<file path="config.mk">
export PLATFORM = sky130hd
export DESIGN_NAME = deq_cell
export DESIGN_NICKNAME = d
export VERILOG_FILES = /design/src/rtl/deq_pkg.sv /design/src/rtl/deq_cell.sv
export SDC_FILE = /design/constraint.sdc
export NUM_CORES = 1
export LEC_CHECK = 0
export BUFFER_PORTS_ARGS = -buffer_cell sky130_fd_sc_hd__buf_2
export CAP_MARGIN = 20
export CORE_MARGIN = 4
export CORE_UTILIZATION = 44
export CTS_CLUSTER_DIAMETER = 100
export DETAILED_ROUTE_END_ITERATION = 10
export HOLD_SLACK_MARGIN = 0.02
export MAX_ROUTING_LAYER = met4
export PLACE_DENSITY = 0.86
export SETUP_SLACK_MARGIN = 0.05
export SLEW_MARGIN = 20
export SYNTH_ARGS = -nofsm -noshare
export SYNTH_HDL_FRONTEND = slang
export SYNTH_SLANG_ARGS = --single-unit
</file>
<file path="constraint.sdc">
create_clock -name clk_i -period 4.1 [get_ports clk_i]
set_input_delay 0.615 -clock clk_i [delete_from_list [all_inputs] [get_ports clk_i]]
set_output_delay 0.615 -clock clk_i [all_outputs]
set_load 0.01 [all_outputs]
</file>
<file path="src/rtl/deq_pkg.sv">
// ----------------------------------------------------------------------------
// deq_pkg: shared types and constants for the double-ended queue
// Request and status codes, cell operations and sizes of the cell row.
// ----------------------------------------------------------------------------
`default_nettype none

package deq_pkg;

  localparam int unsigned DEPTH   = 128;
  localparam int unsigned WORD_W  = 32;
  localparam int unsigned COUNT_W = $clog2(DEPTH + 1);
  localparam int unsigned REQ_W   = 2;
  localparam int unsigned STAT_W  = 2;
  localparam int unsigned OCC_W   = 8;
  localparam int unsigned POP_W   = 32;
  localparam int unsigned IN_DATA_W  = 32;
  localparam int unsigned OUT_DATA_W = 40;

  typedef enum logic [REQ_W-1:0] {
    REQ_PUSH_FRONT = 2'd0,
    REQ_PUSH_BACK  = 2'd1,
    REQ_POP_FRONT  = 2'd2,
    REQ_POP_BACK   = 2'd3
  } req_e;

  typedef enum logic [STAT_W-1:0] {
    ST_OK    = 2'd0,
    ST_EMPTY = 2'd1,
    ST_FULL  = 2'd2
  } status_e;

  // What every cell of the row does on an update
  typedef enum logic [2:0] {
    OP_HOLD,
    OP_SHIFT_IN,   // push front: every cell takes its left neighbor
    OP_APPEND,     // push back: first empty cell takes the word
    OP_SHIFT_OUT,  // pop front: every cell takes its right neighbor
    OP_DROP_BACK   // pop back: last full cell empties
  } cell_op_e;

  typedef struct packed {
    cell_op_e            op;
    logic [WORD_W-1:0]   word;
  } cell_ctrl_t;

endpackage

`default_nettype wire

</file>
<file path="src/rtl/deq_cell.sv">
// ----------------------------------------------------------------------------
// deq_cell: one slot of the queue's cell row
// Holds one word and a full flag; shifts with its neighbors on front
// operations and fills or empties itself at the back edge of the row.
// ----------------------------------------------------------------------------
`default_nettype none

module deq_cell
  import deq_pkg::*;
(
  input  wire logic              clk_i,
  input  wire logic              rst_ni,
  input  wire cell_ctrl_t        ctrl_i,
  input  wire logic [WORD_W-1:0] prev_data_i,
  input  wire logic              prev_valid_i,
  input  wire logic [WORD_W-1:0] next_data_i,
  input  wire logic              next_valid_i,
  output logic      [WORD_W-1:0] data_o,
  output logic                   valid_o,
  output logic      [WORD_W-1:0] tail_data_o
);

  logic [WORD_W-1:0] data_q, data_d;
  logic              valid_q, valid_d;
  logic              is_tail;

  // last full cell of the row
  assign is_tail = valid_q && !next_valid_i;

  always_comb begin
    data_d  = data_q;
    valid_d = valid_q;
    case (ctrl_i.op)
      OP_SHIFT_IN: begin
        data_d  = prev_data_i;
        valid_d = prev_valid_i;
      end
      OP_APPEND: begin
        if (!valid_q && prev_valid_i) begin
          data_d  = ctrl_i.word;
          valid_d = 1'b1;
        end
      end
      OP_SHIFT_OUT: begin
        data_d  = next_data_i;
        valid_d = next_valid_i;
      end
      OP_DROP_BACK: begin
        if (is_tail) begin
          valid_d = 1'b0;
        end
      end
      default: begin
      end
    endcase
  end

  always_ff @(posedge clk_i or negedge rst_ni) begin
    if (!rst_ni) begin
      valid_q <= 1'b0;
    end else begin
      valid_q <= valid_d;
    end
  end

  always_ff @(posedge clk_i) begin
    data_q <= data_d;
  end

  assign data_o      = data_q;
  assign valid_o     = valid_q;
  assign tail_data_o = is_tail ? data_q : '0;

endmodule

`default_nettype wire

</file>
Word level (Yosys, flattened, before mapping). Index checks and enable logic that the tools add are counted.

Register bits after elaboration: 33. Word-level logic and storage cells: 22.

Eq/ne operators: 6. Multiplexer cells: 6. Reductions and logical operators: 8.

Operators by type and width (number): 32-bit case mux with 3 select lines (1); 32-bit two-way mux (2); 3-bit by 2-bit equality test with 1-bit output, second input constant (2); 2-bit != test, second input constant (2); 1-bit case mux with 4 select lines (1); 4-bit nonzero test (1); 3-bit by 1-bit equality test with 1-bit output, second input constant (1); 3-bit equality test, second input constant (1); 3-bit AND reduction (1); 3-bit nonzero test (1); 1-bit logical AND (2); 1-bit logical NOT (2); 1-bit two-way mux (2); 2-bit AND reduction (1).

Logic depth before layout (Yosys ltp). Gate-level depths: netlist (run 1).

Depth after elaboration: 4. Depth in mapped cells: 4. Mapped depth without buffers: 2.

Worst setup path after synthesis (run 1). No wires, ideal clock.

Kind: input to register. Start point: input port ctrl_i[32] (netlist name). End point: register data_q[0], in the netlist data_o[0] (enable). Data arrival time: 2532 ps. Setup slack: 1136 ps. Stages on the path: 4. Path buffers: 2. Path through: buf_6 buf_6 inv_1 a21oi_1.

Cells in the longest elaborated chain, start to end: 3.

RTL lines: start: declaration (RTL line deq_cell.sv:13) `input wire cell_ctrl_t ctrl_i,`; 3-bit by 2-bit equality test with 1-bit output / 3-bit by 1-bit equality test with 1-bit output (equally long branches) (RTL line deq_cell.sv:33) `case (ctrl_i.op)`; 2-bit != test (no source line) / 3-bit nonzero test (equally long branches); 2-bit AND reduction (no source line) *; end signal: assignment (RTL line deq_cell.sv:67) `data_q <= data_d;`; end: declaration (RTL line deq_cell.sv:23) `logic [WORD_W-1:0] data_q, data_d;`.

Every way passes the cells marked *; elsewhere a longest branch is shown, timed or not. A chain may end at the register's enable or synchronous reset.

Worst setup path after layout (run 1).
Start point: register valid_q, in the netlist valid_o. End point: output port tail_data_o[5].

Cells in the longest elaborated chain, start to end: 2.

RTL lines: start: declaration (RTL line deq_cell.sv:24) `logic valid_q, valid_d;`; start signal: assignment (RTL line deq_cell.sv:62) `valid_q <= valid_d;`; 1-bit logical AND (RTL line deq_cell.sv:28) `assign is_tail = valid_q && !next_valid_i;`; 32-bit two-way mux (RTL line deq_cell.sv:72) `assign tail_data_o = is_tail ? data_q : '0;`; end: declaration (RTL line deq_cell.sv:20) `output logic [WORD_W-1:0] tail_data_o`.

Every way passes these cells.

==> key figures, run 1 <==
Outcome
  • Status: complete, no violations

Logic synthesis
  • Top post-synthesis cells by area: edfxtp_1 42%, mux2_4 36%, and2_1 8.8%, mux2_2 4.9%, buf_6 2.5%
  • Yosys reg bits: 33
  • Ys Warns: 0
  • Synthesized area: 0.00228 mm²
  • Number of library cell types mapped by synthesis: 16
  • Syn_nets: 253
  • Mean Syn Cell Area: around 15 µm²
  • Area leader, netlist: edfxtp_1
  • Seq/Total Area, Yosys: 0.432
  • Cells after synthesis: 150
  • Synth top area share: 0.421

Clock network
  • CTS max path bufs: 2
  • CTS clk-pin slew, worst paths: 0.06 ns
  • Post-CTS Setup Inserts: 0
  • TritonCTS clock tree: yes
  • H-tree depth: 2
  • Post-CTS Resized: 0
  • Clock sinks: 33
  • CTS Hold Bufs: 0
  • Root buf cell: clkbuf_8
  • Worst-Skew Late Latency: about 0.28 ns
  • Total clock buffers created by CTS: 5

Timing
  • Max Freq: roughly 400 MHz
  • Final period util: 0.605
  • Fin. max-slew vios: 0
  • Final setup fails: 0
  • Max-slew headroom: 0.315
  • Worst slew pin tran: around 1 ns
  • Setup Total Neg Slack: 0 ns
  • RSZ-0062 raised after global routing: false
  • Fin Clk Skew: 0.00644 ns
  • Post-layout minimum cycle time: ~2.5 ns
  • Hold Vio Cnt, Final: 0

Global routing
  • GRT Total Usage: 0.184
  • Initial antenna violation count: 0
  • First-pass GRT wire length: just under 9 mm
  • Pin count of the biggest net entering global routing: 35
  • Gr ovfl total: 0
  • Vias in the first global route: 1846

Detailed routing
  • Vias post-DR: ~1800
  • Routed Antenna Nets: 0
  • Per-cell routed wire length: 15.7 µm
  • Routed vias/inst: around 4.7
  • Drc violations: 0
  • DRT iter0 DRCs: 33
  • Final WL: between 6 and 7 mm
  • Drt pass-1 iters: 4

Worst setup path
  • R2r setup slk: 2.23 ns
  • Critical Path Sink Type: primary output
  • RR Startpoint: valid_o
  • CP Launch Type: flip-flop
  • Slowest-stage cell, CP: nor2b_2
  • CP peak stage delay: ~0.8 ns
  • R2R cell count: 2
  • Kind of critical path: flip-flop to primary output
  • CP cell instances: nor2b_2 -> and2_1 -> buf_2
  • Crit path max fanout: 32
  • R2R Path End: data_o[5]
  • Worst path arrival time: roughly 1.9 ns
  • CP Data Required Time: roughly 3.5 ns

Pwr
  • Peak VDD IR: ~0.17 mV
  • Leakage: around 1.7 nW
  • Pwr/cell area: between 200 and 300 mW/mm²

Floorplan
  • # IOs: between 150 and 200
  • DIE AREA: 0.00640 mm²
  • Die W: about 80 µm
  • Core Region: 0.00488 mm²
  • Die height: 80.0 µm
  • Row count: 25
  • Initial Util: 0.468

Place
  • GP Congestion: ~0.74
  • Half-perimeter wire length after placement: around 4.8 mm
  • Dpl cells: between 300 and 400
  • # port buffers: 167

Cells and area
  • Layout Cells excl Fill: between 300 and 400
  • Fin nets: 418
  • Most frequent cells in the layout: 167 x buf_2, 54 x mux2_4, 32 x and2_1, 32 x edfxtp_1, 10 x mux2_2
  • Layout area overhead: 41.9%
  • ANT cells: 0
  • Layout cells sized above 1: 0.766
  • Leading cell type in the layout, fill and taps excluded: buf_2

Min path
  • Min-delay worst type: primary input to async pin

Run
  • Max_cap viols: 0
[power breakdown]
| part | internal (mW) | leakage, nW | total [mW] | switching [mW] |
|---|---|---|---|---|
| clock network | 0.179 | 0.0528 | 0.295 | 0.116 |
| logic | 0.150 | 1.29 | 0.256 | 0.106 |
| registers | 0.399 | 0.314 | 0.409 | 0.0104 |
| total | 0.728 | 1.66 | 0.960 | 0.232 |
[layer usage]
metal | track usage | part of all wire | routed length (µm) | up-vias
met4 | 0.0557 | 0.0099 | 60 | 0
met3 | 0.0327 | 0.073 | 443 | 5
met5 | - | 0 | 0 | -
li1 | - | - | - | 874
met1 | 0.182 | 0.35 | 2130 | 831
met2 | 0.358 | 0.56 | 3400 | 86
[worst max path at each step]
stage	from	end	slack, ns	cells past startpoint
after global placement	next_valid_i	tail_data_o[5]	1.64	4
final	valid_o	tail_data_o[5]	1.62	3
after CTS	valid_o	tail_data_o[5]	1.54	3
after floorplan	ctrl_i[32]	data_o[0]	1.14	4
after global routing	valid_o	tail_data_o[3]	1.40	3
after detailed placement	next_valid_i	tail_data_o[5]	1.56	4
[cells in the mapped netlist]
cell type,count
a21oi_1,2
a222oi_1,1
and2_1,32
buf_4,1
buf_6,5
buf_8,2
clkbuf_1,3
dfrtp_1,1
edfxtp_1,32
inv_1,1
mux2_2,10
mux2_4,54
mux2i_1,1
nand3b_1,1
nor2b_1,3
o31ai_1,1
[per-stage QoR]
step	instance area, µm²	power [mW]	util	hold slack [ns]	setup WS [ns]
floorplan	2280	0.574	-	0.319	1.14
finish	3240	0.960	0.664	0.101	1.62
CTS	3240	0.971	0.664	0.0901	1.54
global placement	3130	0.667	0.642	0.390	1.64
detailed placement	3130	0.676	0.642	0.392	1.56
global route	3240	1.00	0.664	0.0895	1.40
[sequential cells by signal, summed over array words and instances, names as in the netlist]
name	count
data_o	32
valid_o	1
[kinds of logic after synthesis]
family | after synthesis | synth area share
AOI/OAI and AO/OA | 4 | 0.0121
buffers and inverters | 12 | 0.0477
DFF | 33 | 0.432
muxes | 65 | 0.409
and+or+nand+nor | 36 | 0.0992
[critical path, delay by kind of cell (launching register included)]
family	cells	cell delay [ns]
flip-flops	1	0.41
buffers and inverters	1	0.13
AND/OR/NAND/NOR	2	1.04
[final cells by class]
cell class	instances	area (µm²)
timing repair buffer	169	851
inverter	1	3.75
fill	382	1640
clock buffer	6	72.6
clock inverter	2	33.8
multi-input combinational	105	1210
tap	67	83.8
sequential	33	986
Power figures use the tool's default switching activity.
==> inputs of run 2 (changes only) <==
CORE_UTILIZATION = 37   (was 44)
PLACE_DENSITY = 0.77   (was 0.86)
clock period = 2.25 ns   (was 4.1 ns; I/O delays follow)
==> run 2 against run 1 <==
  * Wire length shrank 0.60%
  * Sequential share of layout area shrank 0.64 points
  * Hold slack gained 0.25 ns
  * Largest cell class unchanged
==> key figures, run 2 (synthesis gave the netlist of run 1 again) <==
Detailed routing
  • Per-cell routed wire length: 15.1 µm (-4.1%)
  • DRT iter0 DRCs: 45 (+36%)
  • Routed Antenna Nets: 0 (unchanged)
  • Vias post-DR: 1819 (+1.3%)
  • Drc violations: 0 (unchanged)
  • Routed vias/inst: 4.58 (-2.3%)
  • Final WL: 6.00 mm (-0.60%)
  • Drt pass-1 iters: 4 (unchanged)

Clock network
  • Total clock buffers created by CTS: 5 (unchanged)
  • CTS clk-pin slew, worst paths: 0.06 ns (about the same)
  • Post-CTS Resized: 0 (unchanged)
  • Post-CTS Setup Inserts: 0 (unchanged)
  • Root buf cell: clkbuf_8
  • Worst-Skew Late Latency: 0.28 ns (about the same)
  • H-tree depth: 2 (unchanged)
  • TritonCTS clock tree: yes
  • CTS max path bufs: 2 (unchanged)
  • Clock sinks: 33 (unchanged)

Cells and area
  • Layout cells sized above 1: 0.767 (+0.00126)
  • Multi-input gate area: 0.00121 mm² (unchanged)
  • Layout area overhead: 45.0%
  • Register area: 986 µm² (unchanged)
  • Leading cell type in the layout, fill and taps excluded: buf_2
  • ANT cells: 0 (unchanged)
  • Filler Cell Count: 508 (+33%)
  • Most frequent cells in the layout: 167 x buf_2, 54 x mux2_4, 32 x and2_1, 32 x edfxtp_1, 10 x mux2_2
  • Post-route cell area: 0.00331 mm² (+2.2%)
  • Largest register FFs: 32 (unchanged)
  • Fin nets: 424 (+1.4%)

Timing
  • Max Freq: just under 600 MHz
  • Fin Clk Skew: 0.00507 ns (-0.00137 ns)
  • Max-slew headroom: 0.764 (+0.449)
  • Fin. max-slew vios: 0 (unchanged)
  • Post-layout minimum cycle time: ~1.7 ns
  • Final period util: 0.749
  • Setup WS post-layout: 0.564 ns (-1.05 ns)
  • Hold Vio Cnt, Final: 0 (unchanged)
  • Final Hold Slack: 0.353 ns (+0.252 ns)
  • Final setup fails: 0 (unchanged)
  • RSZ-0062 raised after global routing: false
  • Worst slew pin tran: 0.354 ns (-0.671 ns)
  • Setup Total Neg Slack: 0 ns (unchanged)

Global routing
  • Vias in the first global route: 1866 (+1.1%)
  • Pin count of the biggest net entering global routing: 36 (+2.9%)
  • First-pass GRT wire length: 8.76 mm (+1.1%)
  • Gr ovfl total: 0 (unchanged)
  • Initial antenna violation count: 0 (unchanged)
  • GRT Total Usage: 0.155 (-0.0286)

Worst setup path
  • R2R cell count: 3 (+1)
  • Kind of critical path: flip-flop to primary output
  • CP Launch Type: flip-flop
  • Crit path max fanout: 19 (-41%)
  • Worst path arrival time: 1.35 ns (-0.52 ns)
  • CP Data Required Time: 1.91 ns (-1.57 ns)
  • Setup crit end: tail_data_o[31]
  • Crit. Startpoint: valid_o
  • RR Startpoint: valid_o
  • Critical Path Sink Type: primary output
  • R2R Path End: data_o[2]
  • R2r setup slk: 0.83 ns (-1.40 ns)

Place
  • Post-Place Setup Slack: 0.636 ns (-0.929 ns)
  • Half-perimeter wire length after placement: 5.03 mm (+5.1%)
  • Dpl cell area: 0.00319 mm² (+1.9%)
  • # port buffers: 167 (unchanged)
  • GP Congestion: 0.846 (+15%)

Pwr
  • Pwr/cell area: 530 mW/mm² (+79%)
  • Power, Total: 1.76 mW (+83%)
  • Peak VDD IR: 0.481 mV (+190%)
  • Leakage: 1.69 nW (+2.1%)

Outcome
  • Status: complete, no violations

Floorplan
  • DIE AREA: 0.00749 mm² (+17%)
  • Core Region: 0.00596 mm² (+22%)
  • Die W: 86.5 µm (+8.1%)
  • Row count: 28 (+12%)
  • Die height: 86.5 µm (+8.1%)
  • # IOs: 168 (unchanged)
  • Initial Util: 0.383 (-0.0845)

Min path
  • Min-delay worst type: primary input to async pin

Run
  • Max_cap viols: 0 (unchanged)
==> run 2: routing by layer <==
layer,vias up,wire [µm],global-route usage
li1,887,-,-
met3,11,398,0.0285
met1,846,2150,0.166
met2,75,3340,0.284
met5,-,0,-
met4,0,110,0.0552
==> run 2: metrics by stage <==
stage / utilization / cells
2_1_floorplan: - / 150
3_3_place_gp: 0.536 / 388
3_5_place_dp: 0.536 / 388
4_1_cts: 0.556 / 397
5_1_grt: 0.556 / 397
6_report: 0.556 / 397
==> run 2: power breakdown <==
part           internal, mW  switching [mW]  total, mW
clock network         0.327           0.201      0.527
logic                 0.285           0.197      0.482
registers             0.727          0.0187      0.745
total                  1.34           0.416       1.76
==> run 2: what timing repair did <==
action / 4_1_cts / 5_1_grt
hold buffers: 1 / 0
endpoints found under the hold margin: 1 / 0
endpoints found under the setup margin: 0 / 0
==> run 2: how the worst min path moves through the flow <==
stage,start,end,slack (ns),cells past startpoint
after CTS,rst_ni,valid_o,0.35,2
after floorplan,rst_ni,valid_o,0.04,0
after global placement,rst_ni,valid_o,0.11,1
after global routing,rst_ni,valid_o,0.34,2
after detailed placement,rst_ni,valid_o,0.11,1
final,rst_ni,valid_o,0.35,2
==> run 2: final cells by class <==
cell class,count,area share
multi-input cells,105,0.365
flip-flops and latches,33,0.298
repair buffers,175,0.275
well taps,75,0.0284
clock buffers,6,0.0219
clock inverters,2,0.0102
inverters,1,0.00113
==> run 2: critical path, cell delays in order (launching register included) <==
cell	delay, ns
dfrtp_1	0.41
nor2b_2	0.17
buf_4	0.18
and2_1	0.16
buf_2	0.14
==> inputs of run 3 (changes only) <==
ABC_AREA = 1   (was default)
CORE_UTILIZATION = 39   (was 37)
PLACE_DENSITY = 0.81   (was 0.77)
clock period = 1.6 ns   (was 2.25 ns; I/O delays follow)
==> run 3 against run 2 <==
  * Die area shrank 15%
  * Critical path type unchanged
  * Wire length rose by 9.9%
  * Worst setup slack worse by 0.41 ns
  * Non-clock buffer count increased by 2
  * Combinational power up 26%
  * Sequential share of layout area grew 2.8 points
  * Power increased by 29%
  * Via count increased by 31%
  * Synthesized cell count increased by 79%
  * First-iteration DRC count rose to 2.6 times the previous value
==> key figures, run 3 <==
Outcome
  • Status: complete, no violations

Logic synthesis
  • Post-synthesis async set-or-reset flop share: 0.0303 (unchanged)
  • Cells after synthesis: 268 (+79%)
  • Synth Area in Simple Gates: 0.384 (+0.284)
  • Syn_nets: 371 (+47%)
  • Adder-cell area share of the yosys netlist: 0 (unchanged)
  • Post-synth EDFFs: 32 (unchanged)
  • Number of library cell types mapped by synthesis: 15 (-1)
  • Synthesized area: 0.00202 mm² (-12%)
  • Ys flop type: edfxtp_1
  • Seq/Total Area, Yosys: 0.488 (+0.0562)
  • Most common cell in the netlist: nand2_1
  • Area fraction in compound gates after synthesis: 0.00743 (-0.00463)
  • Largest family of logic cells by synthesized area: simple AND/OR/NAND/NOR gates
  • Top post-synthesis cells by area: edfxtp_1 48%, nand3_1 17%, nand2_1 13%, inv_1 6.7%, nor2_1 6.1%
  • Multiplexer share of the synthesized area: 0 (-0.409)
  • Yosys reg bits: 33 (unchanged)
  • Post-synth top cells: 72 x nand2_1, 69 x nand3_1, 36 x inv_1
  • Mean Syn Cell Area: 7.54 µm² (-50%)
  • Area leader, netlist: edfxtp_1
  • Ys Warns: 0 (unchanged)
  • Post-Synth XOR/XNOR Area: 0 (unchanged)
  • Synth top area share: 0.476 (+0.0548)

Clock network
  • CTS max path bufs: 2 (unchanged)
  • Root buf cell: clkbuf_8
  • Total clock buffers created by CTS: 5 (unchanged)
  • CTS clk-pin slew, worst paths: 0.07 ns (about the same)
  • Worst-Skew Late Latency: 0.27 ns (about the same)
  • H-tree depth: 2 (unchanged)
  • Clock sinks: 33 (unchanged)
  • TritonCTS clock tree: yes

Detailed routing
  • Routed vias/inst: 4.73 (+3.3%)
  • Drt pass-1 iters: 4 (unchanged)
  • DRT iter0 DRCs: 118 (+160%)
  • Per-cell routed wire length: 13.1 µm (-14%)
  • Routed Antenna Nets: 0 (unchanged)
  • Final WL: 6.59 mm (+9.9%)
  • Drc violations: 0 (unchanged)
  • Vias post-DR: 2390 (+31%)

Worst setup path
  • CP Launch Type: flip-flop
  • Kind of critical path: flip-flop to primary output
  • Crit path max fanout: 21 (+2)
  • Critical Path Sink Type: primary output
  • CP peak stage delay: 0.41 ns (about the same)
  • Worst path arrival time: 1.20 ns (-0.15 ns)
  • Slowest-stage cell, CP: dfrtp_1
  • CP Data Required Time: 1.36 ns (-0.55 ns)
  • CP cell instances: nand2_1 -> buf_6 -> nor2_1 -> buf_2

Global routing
  • Initial antenna violation count: 0 (unchanged)
  • GRT Total Usage: 0.211 (+0.0556)
  • Vias in the first global route: 2246 (+20%)
  • Gr ovfl total: 0 (unchanged)
  • First-pass GRT wire length: 10.1 mm (+16%)
  • Pin count of the biggest net entering global routing: 33 (-8.3%)

Timing
  • Hold Vio Cnt, Final: 0 (unchanged)
  • Fin Clk Skew: 0.00631 ns (+0.00124 ns)
  • Max-slew headroom: 0.529 (-0.235)
  • Setup WS post-layout: 0.157 ns (-0.407 ns)
  • RSZ-0062 raised after global routing: true
  • Max Freq: approximately 700 MHz
  • Final setup fails: 0 (unchanged)
  • Final period util: 0.902
  • Worst slew pin tran: 0.705 ns (+0.351 ns)
  • Post-layout minimum cycle time: between 1 and 1.5 ns
  • Final Hold Slack: 0.241 ns (-0.112 ns)
  • Setup Total Neg Slack: 0 ns (unchanged)
  • Fin. max-slew vios: 0 (unchanged)

Place
  • Half-perimeter wire length after placement: 5.25 mm (+4.4%)
  • # port buffers: 167 (unchanged)
  • Dpl cells: 496 (+28%)
  • Dpl cell area: 0.00293 mm² (-8.2%)
  • Post-Place Setup Slack: 0.0733 ns (-0.563 ns)
  • GP Congestion: 0.792 (-6.4%)

Pwr
  • Flop pwr share: 0.473 (+0.048)
  • Switching power: 655 µW (+57%)
  • Total internal power: 1.61 mW (+20%)
  • Leakage: 1.70 nW (+0.35%)
  • Pwr/cell area: 749 mW/mm² (+41%)
  • Net Sw Frac: 0.289 (+0.0517)
  • Peak VDD IR: 0.375 mV (-22%)
  • Power, Total: 2.27 mW (+29%)
  • Comb pwr share: 0.267 (-0.008)
  • Clock share of power: 0.260 (-0.040)

Cells and area
  • Most frequent cells in the layout: 167 x buf_2, 72 x nand2_1, 69 x nand3_1
  • Leading cell type in the layout, fill and taps excluded: buf_2
  • Layout area overhead: 49.9%
  • Layout Cells excl Fill: 505 (+27%)
  • Largest register FFs: 32 (unchanged)
  • Final Util: 0.620 (+0.0646)
  • Layout cells sized above 1: 0.432 (-0.336)
  • Filler Cell Count: 468 (-7.9%)
  • ANT cells: 0 (unchanged)
  • Post-route cell area: 0.00303 mm² (-8.5%)
  • Fin nets: 540 (+27%)

Floorplan
  • Initial Util: 0.414 (+0.0307)
  • # IOs: 168 (unchanged)
  • Die W: 80.0 µm (-7.6%)
  • DIE AREA: 0.00639 mm² (-15%)
  • Die height: 80.0 µm (-7.6%)
  • Core Region: 0.00488 mm² (-18%)
  • Row count: 25 (-11%)

Min path
  • Min-delay worst type: primary input to flip-flop

Run
  • Max_cap viols: 0 (unchanged)
run 3: cell type report:
class,instances,area (µm²),area share
well taps,67,83.8,0.0277
clock buffers,8,80.1,0.0265
inverters,39,146,0.0484
multi-input cells,181,801,0.265
flip-flops and latches,33,986,0.326
repair buffers,177,930,0.307
run 3: cells by family after synthesis:
logic type,after synthesis
compound gates,3
simple gates,178
flops,33
buf+inv,54
run 3: power groups by stage:
stage          Combinational [mW]  Clock [mW]  Sequential, mW
2_1_floorplan               0.268           0            1.12
3_3_place_gp                0.591           0            1.09
3_5_place_dp                0.605           0            1.09
4_1_cts                     0.610       0.609            1.07
5_1_grt                     0.676       0.660            1.08
6_report                    0.607       0.589            1.07
run 3: final timing paths:
kind                                 from               to  slack (ns)  cells after the start
max in group asynchronous          rst_ni          valid_o        1.26                      2
setup / recovery                  valid_o  tail_data_o[18]        0.16                      4
setup reg to reg                  valid_o        data_o[7]        0.25                      4
hold / removal             next_data_i[3]        data_o[3]        0.24                      3
min in group asynchronous          rst_ni          valid_o        0.25                      2
hold reg to reg                   valid_o          valid_o        0.58                      2
run 3: timing repair:
item / CTS / global route
setup endpoints to repair: 0 / 20
hold buffers: 1 / 0
buffers inserted: 0 / 0
endpoints found under the hold margin: 1 / 0
gates resized for setup: 0 / 1
run 3: layer usage:
| metal | vias to the layer above | part of all wire | wire, µm | track usage |
|---|---|---|---|---|
| met2 | 131 | 0.53 | 3480 | 0.389 |
| met5 | - | 0 | 0 | - |
| met4 | 0 | 0.017 | 114 | 0.0709 |
| li1 | 1197 | - | - | - |
| met3 | 16 | 0.084 | 553 | 0.0384 |
| met1 | 1046 | 0.37 | 2440 | 0.225 |
run 3: worst max-delay path, delay by kind of cell, from the launching register on:
family | cells | cell delay (ns)
DFF | 1 | 0.41
buffers and inverters | 2 | 0.33
and+or+nand+nor | 2 | 0.18
